[src/hdl/fmtb_pkg.sv]
// Package for the FIFO with move-to-back: entry layout, action and status codes,
// and the command/status bundles between the controller and the datapath.
// No dependencies.
package fmtb_pkg;

    // Default queue depth (entries)
    localparam int QUEUE_DEPTH_DEF = 16;

    // Field widths
    localparam int KEY_W  = 31;
    localparam int LOW_W  = 64;
    localparam int MID_W  = 64;
    localparam int HIGH_W = 32;

    // Action codes
    localparam logic [1:0] ACT_PUSH = 2'd0;
    localparam logic [1:0] ACT_POP  = 2'd1;
    localparam logic [1:0] ACT_MOVE = 2'd2;

    // Result status codes
    localparam logic [1:0] ST_OK        = 2'd0;
    localparam logic [1:0] ST_EMPTY     = 2'd1;
    localparam logic [1:0] ST_FULL      = 2'd2;
    localparam logic [1:0] ST_NOT_FOUND = 2'd3;

    // One queue entry: key plus the 20-character name in three parts
    typedef struct packed {
        logic [KEY_W-1:0]  key;
        logic [LOW_W-1:0]  name_low;
        logic [MID_W-1:0]  name_middle;
        logic [HIGH_W-1:0] name_high;
    } t_entry;

    // Controller to datapath
    typedef struct packed {
        logic load;      // capture the accepted item, reset walk state
        logic push;      // append the captured entry
        logic pop;       // read and remove the head entry
        logic walk;      // one step of the move-to-back walk
        logic load_out;  // move the result into the output register
    } t_cmd;

    // Datapath to controller
    typedef struct packed {
        logic walk_done; // walk finished, append handled this cycle
        logic out_free;  // output register can take a result
    } t_stat;

endpackage

[src/hdl/fmtb_ctrl.sv]
// Controller for the FIFO with move-to-back: one-hot state machine that
// sequences push, pop and the move-to-back walk. Depends on fmtb_pkg.
module fmtb_ctrl
    import fmtb_pkg::*;
(
    input  logic       i_clk,
    input  logic       i_rst_n,
    input  logic       i_valid,
    input  logic [1:0] i_action,
    output logic       o_stall,
    input  t_stat      i_stat,
    output t_cmd       o_cmd
);

    typedef enum logic [4:0] {
        S_IDLE   = 5'b00001,
        S_PUSH   = 5'b00010,
        S_POP    = 5'b00100,
        S_WALK   = 5'b01000,
        S_FINISH = 5'b10000
    } t_state;

    t_state r_state, n_state;
    logic   accept;

    // Input side only open while idle and out of reset
    assign o_stall = !i_rst_n || (r_state != S_IDLE);
    assign accept  = i_valid && !o_stall;

    // Next state and commands
    always_comb begin
        n_state = r_state;
        o_cmd   = '0;
        case (r_state)
            S_IDLE: begin
                if (accept) begin
                    o_cmd.load = 1'b1;
                    case (i_action)
                        ACT_PUSH: n_state = S_PUSH;
                        ACT_POP:  n_state = S_POP;
                        ACT_MOVE: n_state = S_WALK;
                        default:  n_state = S_FINISH;
                    endcase
                end
            end
            S_PUSH: begin
                o_cmd.push = 1'b1;
                n_state    = S_FINISH;
            end
            S_POP: begin
                o_cmd.pop = 1'b1;
                n_state   = S_FINISH;
            end
            S_WALK: begin
                o_cmd.walk = 1'b1;
                if (i_stat.walk_done) begin
                    n_state = S_FINISH;
                end
            end
            S_FINISH: begin
                // wait here while the previous result is still held
                if (i_stat.out_free) begin
                    o_cmd.load_out = 1'b1;
                    n_state        = S_IDLE;
                end
            end
            default: n_state = S_IDLE;
        endcase
    end

    always_ff @(posedge i_clk) begin
        if (!i_rst_n) begin
            r_state <= S_IDLE;
        end else begin
            r_state <= n_state;
        end
    end

endmodule

[src/hdl/fmtb_dpath.sv]
// Datapath for the FIFO with move-to-back: entry memory, head/count pointers,
// compaction walk and the output register. Depends on fmtb_pkg.
module fmtb_dpath
    import fmtb_pkg::*;
#(
    parameter int DEPTH = QUEUE_DEPTH_DEF,
    localparam int CW = $clog2(DEPTH + 1)
) (
    input  logic              i_clk,
    input  logic              i_rst_n,
    input  t_cmd              i_cmd,
    output t_stat             o_stat,
    input  logic [1:0]        i_action,
    input  logic [KEY_W-1:0]  i_entry_key,
    input  logic [LOW_W-1:0]  i_name_low,
    input  logic [MID_W-1:0]  i_name_middle,
    input  logic [HIGH_W-1:0] i_name_high,
    input  logic              i_stall,
    output logic              o_valid,
    output logic [1:0]        o_result_status,
    output logic [KEY_W-1:0]  o_out_key,
    output logic [LOW_W-1:0]  o_out_name_low,
    output logic [MID_W-1:0]  o_out_name_middle,
    output logic [HIGH_W-1:0] o_out_name_high,
    output logic [CW-1:0]     o_occupancy
);

    localparam int AW = $clog2(DEPTH);
    localparam logic [CW-1:0] DEPTH_C = CW'(DEPTH);
    localparam logic [CW:0]   DEPTH_S = (CW + 1)'(DEPTH);

    // Slot of an offset from the head; the sum stays below twice the depth
    function automatic logic [AW-1:0] f_slot(input logic [AW-1:0] base,
                                             input logic [CW-1:0] off);
        logic [CW:0] sum;
        sum = {{(CW + 1 - AW){1'b0}}, base} + {1'b0, off};
        if (sum >= DEPTH_S) begin
            sum = sum - DEPTH_S;
        end
        return sum[AW-1:0];
    endfunction

    t_entry r_mem [DEPTH];
    t_entry r_rdata;

    t_entry        r_in, n_in;
    logic [1:0]    r_act, n_act;
    logic [AW-1:0] r_head, n_head;
    logic [CW-1:0] r_count, n_count;
    logic [CW-1:0] r_rd_idx, n_rd_idx;
    logic [CW-1:0] r_kept, n_kept;
    logic          r_pend, n_pend;
    logic          r_found, n_found;
    t_entry        r_match, n_match;
    logic [1:0]    r_status, n_status;
    logic          r_out_valid, n_out_valid;
    t_entry        r_out, n_out;
    logic [1:0]    r_out_status, n_out_status;
    logic [CW-1:0] r_out_occ, n_out_occ;

    logic          we, rd_en, rd_issue, walk_done;
    logic [AW-1:0] waddr, raddr;
    t_entry        wdata;

    assign rd_issue         = i_cmd.walk && (r_rd_idx != r_count);
    assign walk_done        = (r_rd_idx == r_count) && !r_pend;
    assign o_stat.walk_done = walk_done;
    assign o_stat.out_free  = !r_out_valid || !i_stall;

    // Command decode and next values
    always_comb begin
        n_in         = r_in;
        n_act        = r_act;
        n_head       = r_head;
        n_count      = r_count;
        n_rd_idx     = r_rd_idx;
        n_kept       = r_kept;
        n_pend       = r_pend;
        n_found      = r_found;
        n_match      = r_match;
        n_status     = r_status;
        n_out        = r_out;
        n_out_status = r_out_status;
        n_out_occ    = r_out_occ;
        n_out_valid  = r_out_valid;
        we           = 1'b0;
        waddr        = r_head;
        wdata        = r_in;
        rd_en        = 1'b0;
        raddr        = r_head;

        // capture the accepted item
        if (i_cmd.load) begin
            n_in.key         = i_entry_key;
            n_in.name_low    = i_name_low;
            n_in.name_middle = i_name_middle;
            n_in.name_high   = i_name_high;
            n_act            = i_action;
            n_rd_idx         = '0;
            n_kept           = '0;
            n_pend           = 1'b0;
            n_found          = 1'b0;
            n_status         = ST_OK;
        end

        // push at the tail
        if (i_cmd.push) begin
            if (r_count == DEPTH_C) begin
                n_status = ST_FULL;
            end else begin
                we      = 1'b1;
                waddr   = f_slot(r_head, r_count);
                wdata   = r_in;
                n_count = r_count + CW'(1);
            end
        end

        // pop the head; entry lands in r_rdata
        if (i_cmd.pop) begin
            if (r_count == '0) begin
                n_status = ST_EMPTY;
            end else begin
                rd_en   = 1'b1;
                raddr   = r_head;
                n_head  = f_slot(r_head, CW'(1));
                n_count = r_count - CW'(1);
            end
        end

        // walk: read one entry a cycle, compact the non-matching ones
        if (i_cmd.walk) begin
            rd_en    = rd_issue;
            raddr    = f_slot(r_head, r_rd_idx);
            n_rd_idx = r_rd_idx + CW'(rd_issue);
            n_pend   = rd_issue;
            if (r_pend) begin
                if (r_rdata.key == r_in.key) begin
                    n_found = 1'b1;
                    n_match = r_rdata;
                end else begin
                    we     = 1'b1;
                    waddr  = f_slot(r_head, r_kept);
                    wdata  = r_rdata;
                    n_kept = r_kept + CW'(1);
                end
            end
            // append the last match behind the kept entries
            if (walk_done) begin
                if (r_found) begin
                    we       = 1'b1;
                    waddr    = f_slot(r_head, r_kept);
                    wdata    = r_match;
                    n_count  = r_kept + CW'(1);
                    n_status = ST_OK;
                end else begin
                    n_status = ST_NOT_FOUND;
                end
            end
        end

        // output register
        if (i_cmd.load_out) begin
            n_out_valid  = 1'b1;
            n_out_status = r_status;
            n_out_occ    = r_count;
            if ((r_act == ACT_POP) && (r_status == ST_OK)) begin
                n_out = r_rdata;
            end else begin
                n_out = '0;
            end
        end else if (r_out_valid && !i_stall) begin
            n_out_valid = 1'b0;
        end
    end

    // Entry memory, registered read
    always_ff @(posedge i_clk) begin
        if (we) begin
            r_mem[waddr] <= wdata;
        end
        if (rd_en) begin
            r_rdata <= r_mem[raddr];
        end
    end

    // Control state
    always_ff @(posedge i_clk) begin
        if (!i_rst_n) begin
            r_head      <= '0;
            r_count     <= '0;
            r_rd_idx    <= '0;
            r_kept      <= '0;
            r_pend      <= 1'b0;
            r_found     <= 1'b0;
            r_out_valid <= 1'b0;
        end else begin
            r_head      <= n_head;
            r_count     <= n_count;
            r_rd_idx    <= n_rd_idx;
            r_kept      <= n_kept;
            r_pend      <= n_pend;
            r_found     <= n_found;
            r_out_valid <= n_out_valid;
        end
    end

    // Payload
    always_ff @(posedge i_clk) begin
        r_in         <= n_in;
        r_act        <= n_act;
        r_match      <= n_match;
        r_status     <= n_status;
        r_out        <= n_out;
        r_out_status <= n_out_status;
        r_out_occ    <= n_out_occ;
    end

    assign o_valid           = r_out_valid;
    assign o_result_status   = r_out_status;
    assign o_out_key         = r_out.key;
    assign o_out_name_low    = r_out.name_low;
    assign o_out_name_middle = r_out.name_middle;
    assign o_out_name_high   = r_out.name_high;
    assign o_occupancy       = r_out_occ;

endmodule

[src/hdl/fifo_with_move_to_back.sv]
// FIFO with move-to-back, top level. An accepted item is captured, then push or pop runs in its
// own state and the result moves to the output register. Move-to-back instead walks the queue:
// the single memory read port reads one entry a cycle, compacting behind it, then appends.
// One item at a time; the next item is taken once the result sits in the output register.
// Reset (i_rst_n, synchronous, active low) empties the queue; entry memory is not cleared.
module fifo_with_move_to_back
    import fmtb_pkg::*;
#(
    parameter int QUEUE_DEPTH = QUEUE_DEPTH_DEF,
    localparam int CW = $clog2(QUEUE_DEPTH + 1)
) (
    input  logic              i_clk,
    input  logic              i_rst_n,
    input  logic              i_valid,
    output logic              o_stall,
    input  logic [1:0]        i_action,
    input  logic [KEY_W-1:0]  i_entry_key,
    input  logic [LOW_W-1:0]  i_name_low,
    input  logic [MID_W-1:0]  i_name_middle,
    input  logic [HIGH_W-1:0] i_name_high,
    output logic              o_valid,
    input  logic              i_stall,
    output logic [1:0]        o_result_status,
    output logic [KEY_W-1:0]  o_out_key,
    output logic [LOW_W-1:0]  o_out_name_low,
    output logic [MID_W-1:0]  o_out_name_middle,
    output logic [HIGH_W-1:0] o_out_name_high,
    output logic [CW-1:0]     o_occupancy
);

    t_cmd  cmd;
    t_stat stat;

    fmtb_ctrl u_ctrl (
        .i_clk    (i_clk),
        .i_rst_n  (i_rst_n),
        .i_valid  (i_valid),
        .i_action (i_action),
        .o_stall  (o_stall),
        .i_stat   (stat),
        .o_cmd    (cmd)
    );

    fmtb_dpath #(
        .DEPTH (QUEUE_DEPTH)
    ) u_dpath (
        .i_clk             (i_clk),
        .i_rst_n           (i_rst_n),
        .i_cmd             (cmd),
        .o_stat            (stat),
        .i_action          (i_action),
        .i_entry_key       (i_entry_key),
        .i_name_low        (i_name_low),
        .i_name_middle     (i_name_middle),
        .i_name_high       (i_name_high),
        .i_stall           (i_stall),
        .o_valid           (o_valid),
        .o_result_status   (o_result_status),
        .o_out_key         (o_out_key),
        .o_out_name_low    (o_out_name_low),
        .o_out_name_middle (o_out_name_middle),
        .o_out_name_high   (o_out_name_high),
        .o_occupancy       (o_occupancy)
    );

endmodule
[config.mk]
export PLATFORM = sky130hd
export DESIGN_NAME = fifo_with_move_to_back
export DESIGN_NICKNAME = d
export VERILOG_FILES = /design/src/hdl/fmtb_pkg.sv /design/src/hdl/fmtb_ctrl.sv /design/src/hdl/fmtb_dpath.sv /design/src/hdl/fifo_with_move_to_back.sv
export SDC_FILE = /design/constraint.sdc
export NUM_CORES = 2
export LEC_CHECK = 0
export BUFFER_PORTS_ARGS = -buffer_cell sky130_fd_sc_hd__buf_2
export CORE_ASPECT_RATIO = 1.1
export CORE_MARGIN = 5
export CORE_UTILIZATION = 28
export DETAILED_ROUTE_END_ITERATION = 16
export PLACE_DENSITY = 0.51
export SYNTH_ARGS = -nofsm -noshare
export SYNTH_HDL_FRONTEND = slang
export SYNTH_SLANG_ARGS = --single-unit
export TNS_END_PERCENT = 30
[constraint.sdc]
create_clock -name i_clk -period 25.8 [get_ports i_clk]
set_input_delay 2.58 -clock i_clk [delete_from_list [all_inputs] [get_ports i_clk]]
set_output_delay 2.58 -clock i_clk [all_outputs]
set_load 0.03 [all_outputs]
==> qor.yml <==
timing:
  fin_crit_ns: 7.89
  finalHoldViolCount: 0
  clock.fmax_mhz: 127
  post-route-period-util_pct: 30.6
  maxSlewViolCount: 40
  slew_headroom_pct: -2.59
  fin_worst_skew_ns: 0.0592
  hold_ws_ns: 0.472
  fin_tns_setup_ns: 0
  rsz0062_at_grt: "false"
  worst_pin_slew_ns: 1.54
  setup_violations: 0
  finalWorstSetupSlack_ns: 17.91
floorplanning:
  initial_utilization_pct: 28.1
  die_w_um: 712
  io_pins: 397
  core_um2: 540000
  die-area_um2: 556000
  rows: 283
  die-height_um: 782
critical_path:
  crit_chain: "nor2b_1 > nand2_1 > nor4b_1 > and2_4 > o21ai_0 > buf_4 > a211oi_4 > buf_4 > buf_4 > buf_4 > buf_4"
  end_kind: "flop"
  rr_worst_depth: 11
  reg2reg_to: "u_dpath.r_mem[2][186]"
  critPathBufInv: 5
  reg2reg_slack_ns: 17.91
  critical_path_class: "flop to flop"
  slowest_stage: "buf_4"
  required_ns: 26.32
  cp-start-kind: "flop"
  rr_startpoint: "u_ctrl.r_state[3]"
  crit_fanout: 46
  critical-path-max-stage-delay_ns: 0.87
  worstPathArrival_ns: 8.41
  cp_common_cell: "buf_4"
  crit_family: "buffers and inverters"
global_routing:
  grt_max_degree: 195
  grt_pass1_wl_um: 679000
  antenna_found_initial: 44
  first_global_vias: 88400
  grt_use_total_pct: 16.5
  grt_remaining_overflow: 0
logic_synthesis:
  synthTopCellsByArea: "edfxtp_1 76%, mux2i_1 4.8%, a2111oi_0 4.1%"
  synth.cell_area_um2: 152000
  ys_types: 71
  syn_nets: 9281
  yosysMostFrequentCell: "edfxtp_1"
  async_flop_share_pct: 0
  synthFlopType: "edfxtp_1"
  synth.yosys.warnings: 0
  synth_commonest_cells: "3829 x edfxtp_1, 744 x a211oi_1, 736 x and3_1"
  synth-seq-area-share_pct: 76.2
  synth_seq_cells: 3858
  yosysTopAreaCellShare_pct: 75.8
  synth_edf_count: 3829
  synth_cells: 9065
  syn_area_per_cell_um2: 16.7
  synth_largest_area_cell: "edfxtp_1"
hold_path:
  whs_path_depth: 0
  hp-class: "flop to flop"
  min_from: "u_dpath.r_rdata[74]"
  min_to: "u_dpath.r_match[74]"
status:
  violations: "max-slew violations"
  status: "finished, violations left"
clock_network:
  clk_latency_ns: 0.94
  cts_resized: 0
  cts_made_buffers: 378
  clock_sinks: 3858
  cts_max_path_buffers: 4
  post-cts-setup-buffers: 0
  cts_root_buf: "clkbuf_16"
  ctsHtreeMaxLevel: 5
  postCtsHoldBufs: 0
  cts.clk_slew.worst_paths_ns: 0.07
  cts_tree: "done"
cells_and_area:
  multi_input_area_um2: 33100
  nNetsFinal: 9457
  regArea_um2: 116000
  area_growth_pct: 14.3
  fin_area_um2: 173000
  drive_gt1_share_pct: 12.3
  fillers: 51700
routing:
  drt_iter0_markers: 8284
  ant_nets: 0
  drt_first_pass_iters: 5
  via_per_inst: 5.27
  wl_per_cell_um: 28.8
  finalWirelength_um: 481000
  vias: 87900
  drc_errors: 0
power:
  leakage_uw: 0.0585
  peakVddDrop_mv: 0.0536
  power_density_nw_per_um2: 74.4
placement:
  post-place-ws_ns: 17.98
  hpwl_um: 247000
  portBuffers: 396
  dpl_cell_area_um2: 162000
  place_congestion: 0.795
flow_run:
  drv_cap: 0
[metrics by stage]
step                      utilization [%]  instances  power [uW]
after detailed placement             29.9      16000        7630
after floorplan                         -       9065        7400
after global routing                 32.1      16700       13300
after global placement               29.9      16000        7620
final                                32.1      16700       12900
after CTS                            32.1      16700       13000
[power breakdown]
group | internal (uW) | switching, uW | total (uW) | leakage, uW
logic | 98.0 | 355 | 453 | 0.0180
registers | 7000 | 29.1 | 7030 | 0.0347
clock network | 3010 | 2400 | 5410 | 0.00574
total | 10100 | 2780 | 12900 | 0.0585
[sequential cells by signal, indices dropped and copies added, names as in the netlist, 2 cells and up]
name / cells
u_dpath.o_result_status: 2
u_dpath.r_rdata: 191
u_dpath.r_count: 5
u_ctrl.r_state: 5
u_dpath.o_out_name_middle: 64
u_dpath.r_in: 191
u_dpath.r_head: 4
u_dpath.r_act: 2
u_dpath.r_kept: 5
u_dpath.o_occupancy: 5
u_dpath.o_out_key: 31
u_dpath.r_status: 2
u_dpath.o_out_name_low: 64
u_dpath.r_match: 191
u_dpath.o_out_name_high: 32
u_dpath.r_rd_idx: 5
u_dpath.r_mem: 3056
[worst max path at each step]
stage | from | endpoint | slack (ns) | depth (start not counted)
2_1_floorplan | u_dpath.r_count[1] | u_dpath.r_mem[1][0] | 8.55 | 9
3_3_place_gp | u_ctrl.r_state[3] | u_dpath.r_mem[2][186] | 18.09 | 11
3_5_place_dp | u_ctrl.r_state[3] | u_dpath.r_mem[2][186] | 17.98 | 11
4_1_cts | u_ctrl.r_state[3] | u_dpath.r_mem[2][186] | 17.97 | 11
5_1_grt | u_ctrl.r_state[3] | u_dpath.r_mem[2][186] | 17.65 | 11
6_report | u_ctrl.r_state[3] | u_dpath.r_mem[2][186] | 17.91 | 11
[metal layers]
layer | global-route usage (%) | routed length [um] | up-vias
met5 | 0 | 142 | -
met4 | 6.35 | 19700 | 20
met3 | 2.55 | 27800 | 738
met2 | 28.2 | 236000 | 3040
met1 | 21.0 | 197000 | 46200
li1 | - | - | 37900
[logic make-up (layout without fill, tap and decap cells)]
group / after synthesis / after routing / share of synthesized area [%]
xor gates and xnor gates: 51 / 51 / 0.295
DFF: 3858 / 3858 / 76.2
buffers and inverters: 817 / 1292 / 2.19
and+or+nand+nor: 1675 / 1675 / 6.45
AOI/OAI and AO/OA: 1913 / 1913 / 9.85
adders and majority gates: 19 / 19 / 0.172
other: 0 / 12 / 0
muxes: 732 / 732 / 4.83
[layout make-up]
type / instances / share of cell area, %
diodes: 12 / 0.0173
clock buffers: 458 / 5.70
clock inverters: 221 / 1.09
inverters: 10 / 0.0260
multi-input cells: 4390 / 19.1
flip-flops and latches: 3858 / 66.7
well taps: 7125 / 5.14
repair buffers: 603 / 2.24
[layout by cell type (no fill, tap or decap), types with 42 or more instances in the layout]
| master | count |
|---|---|
| edfxtp_1 | 3829 |
| nor3_1 | 196 |
| or4_1 | 179 |
| a2111oi_0 | 709 |
| nand2_1 | 72 |
| xnor2_1 | 42 |
| clkbuf_1 | 74 |
| nor2_1 | 206 |
| and2_1 | 198 |
| o22ai_1 | 192 |
| buf_2 | 396 |
| and3_1 | 736 |
| mux2i_1 | 732 |
| o21ai_0 | 64 |
| a211oi_1 | 729 |
| clkbuf_16 | 384 |
| clkinv_2 | 69 |
| buf_4 | 179 |
| clkinv_1 | 83 |
Note: power is estimated with default switching activity, not from simulation.
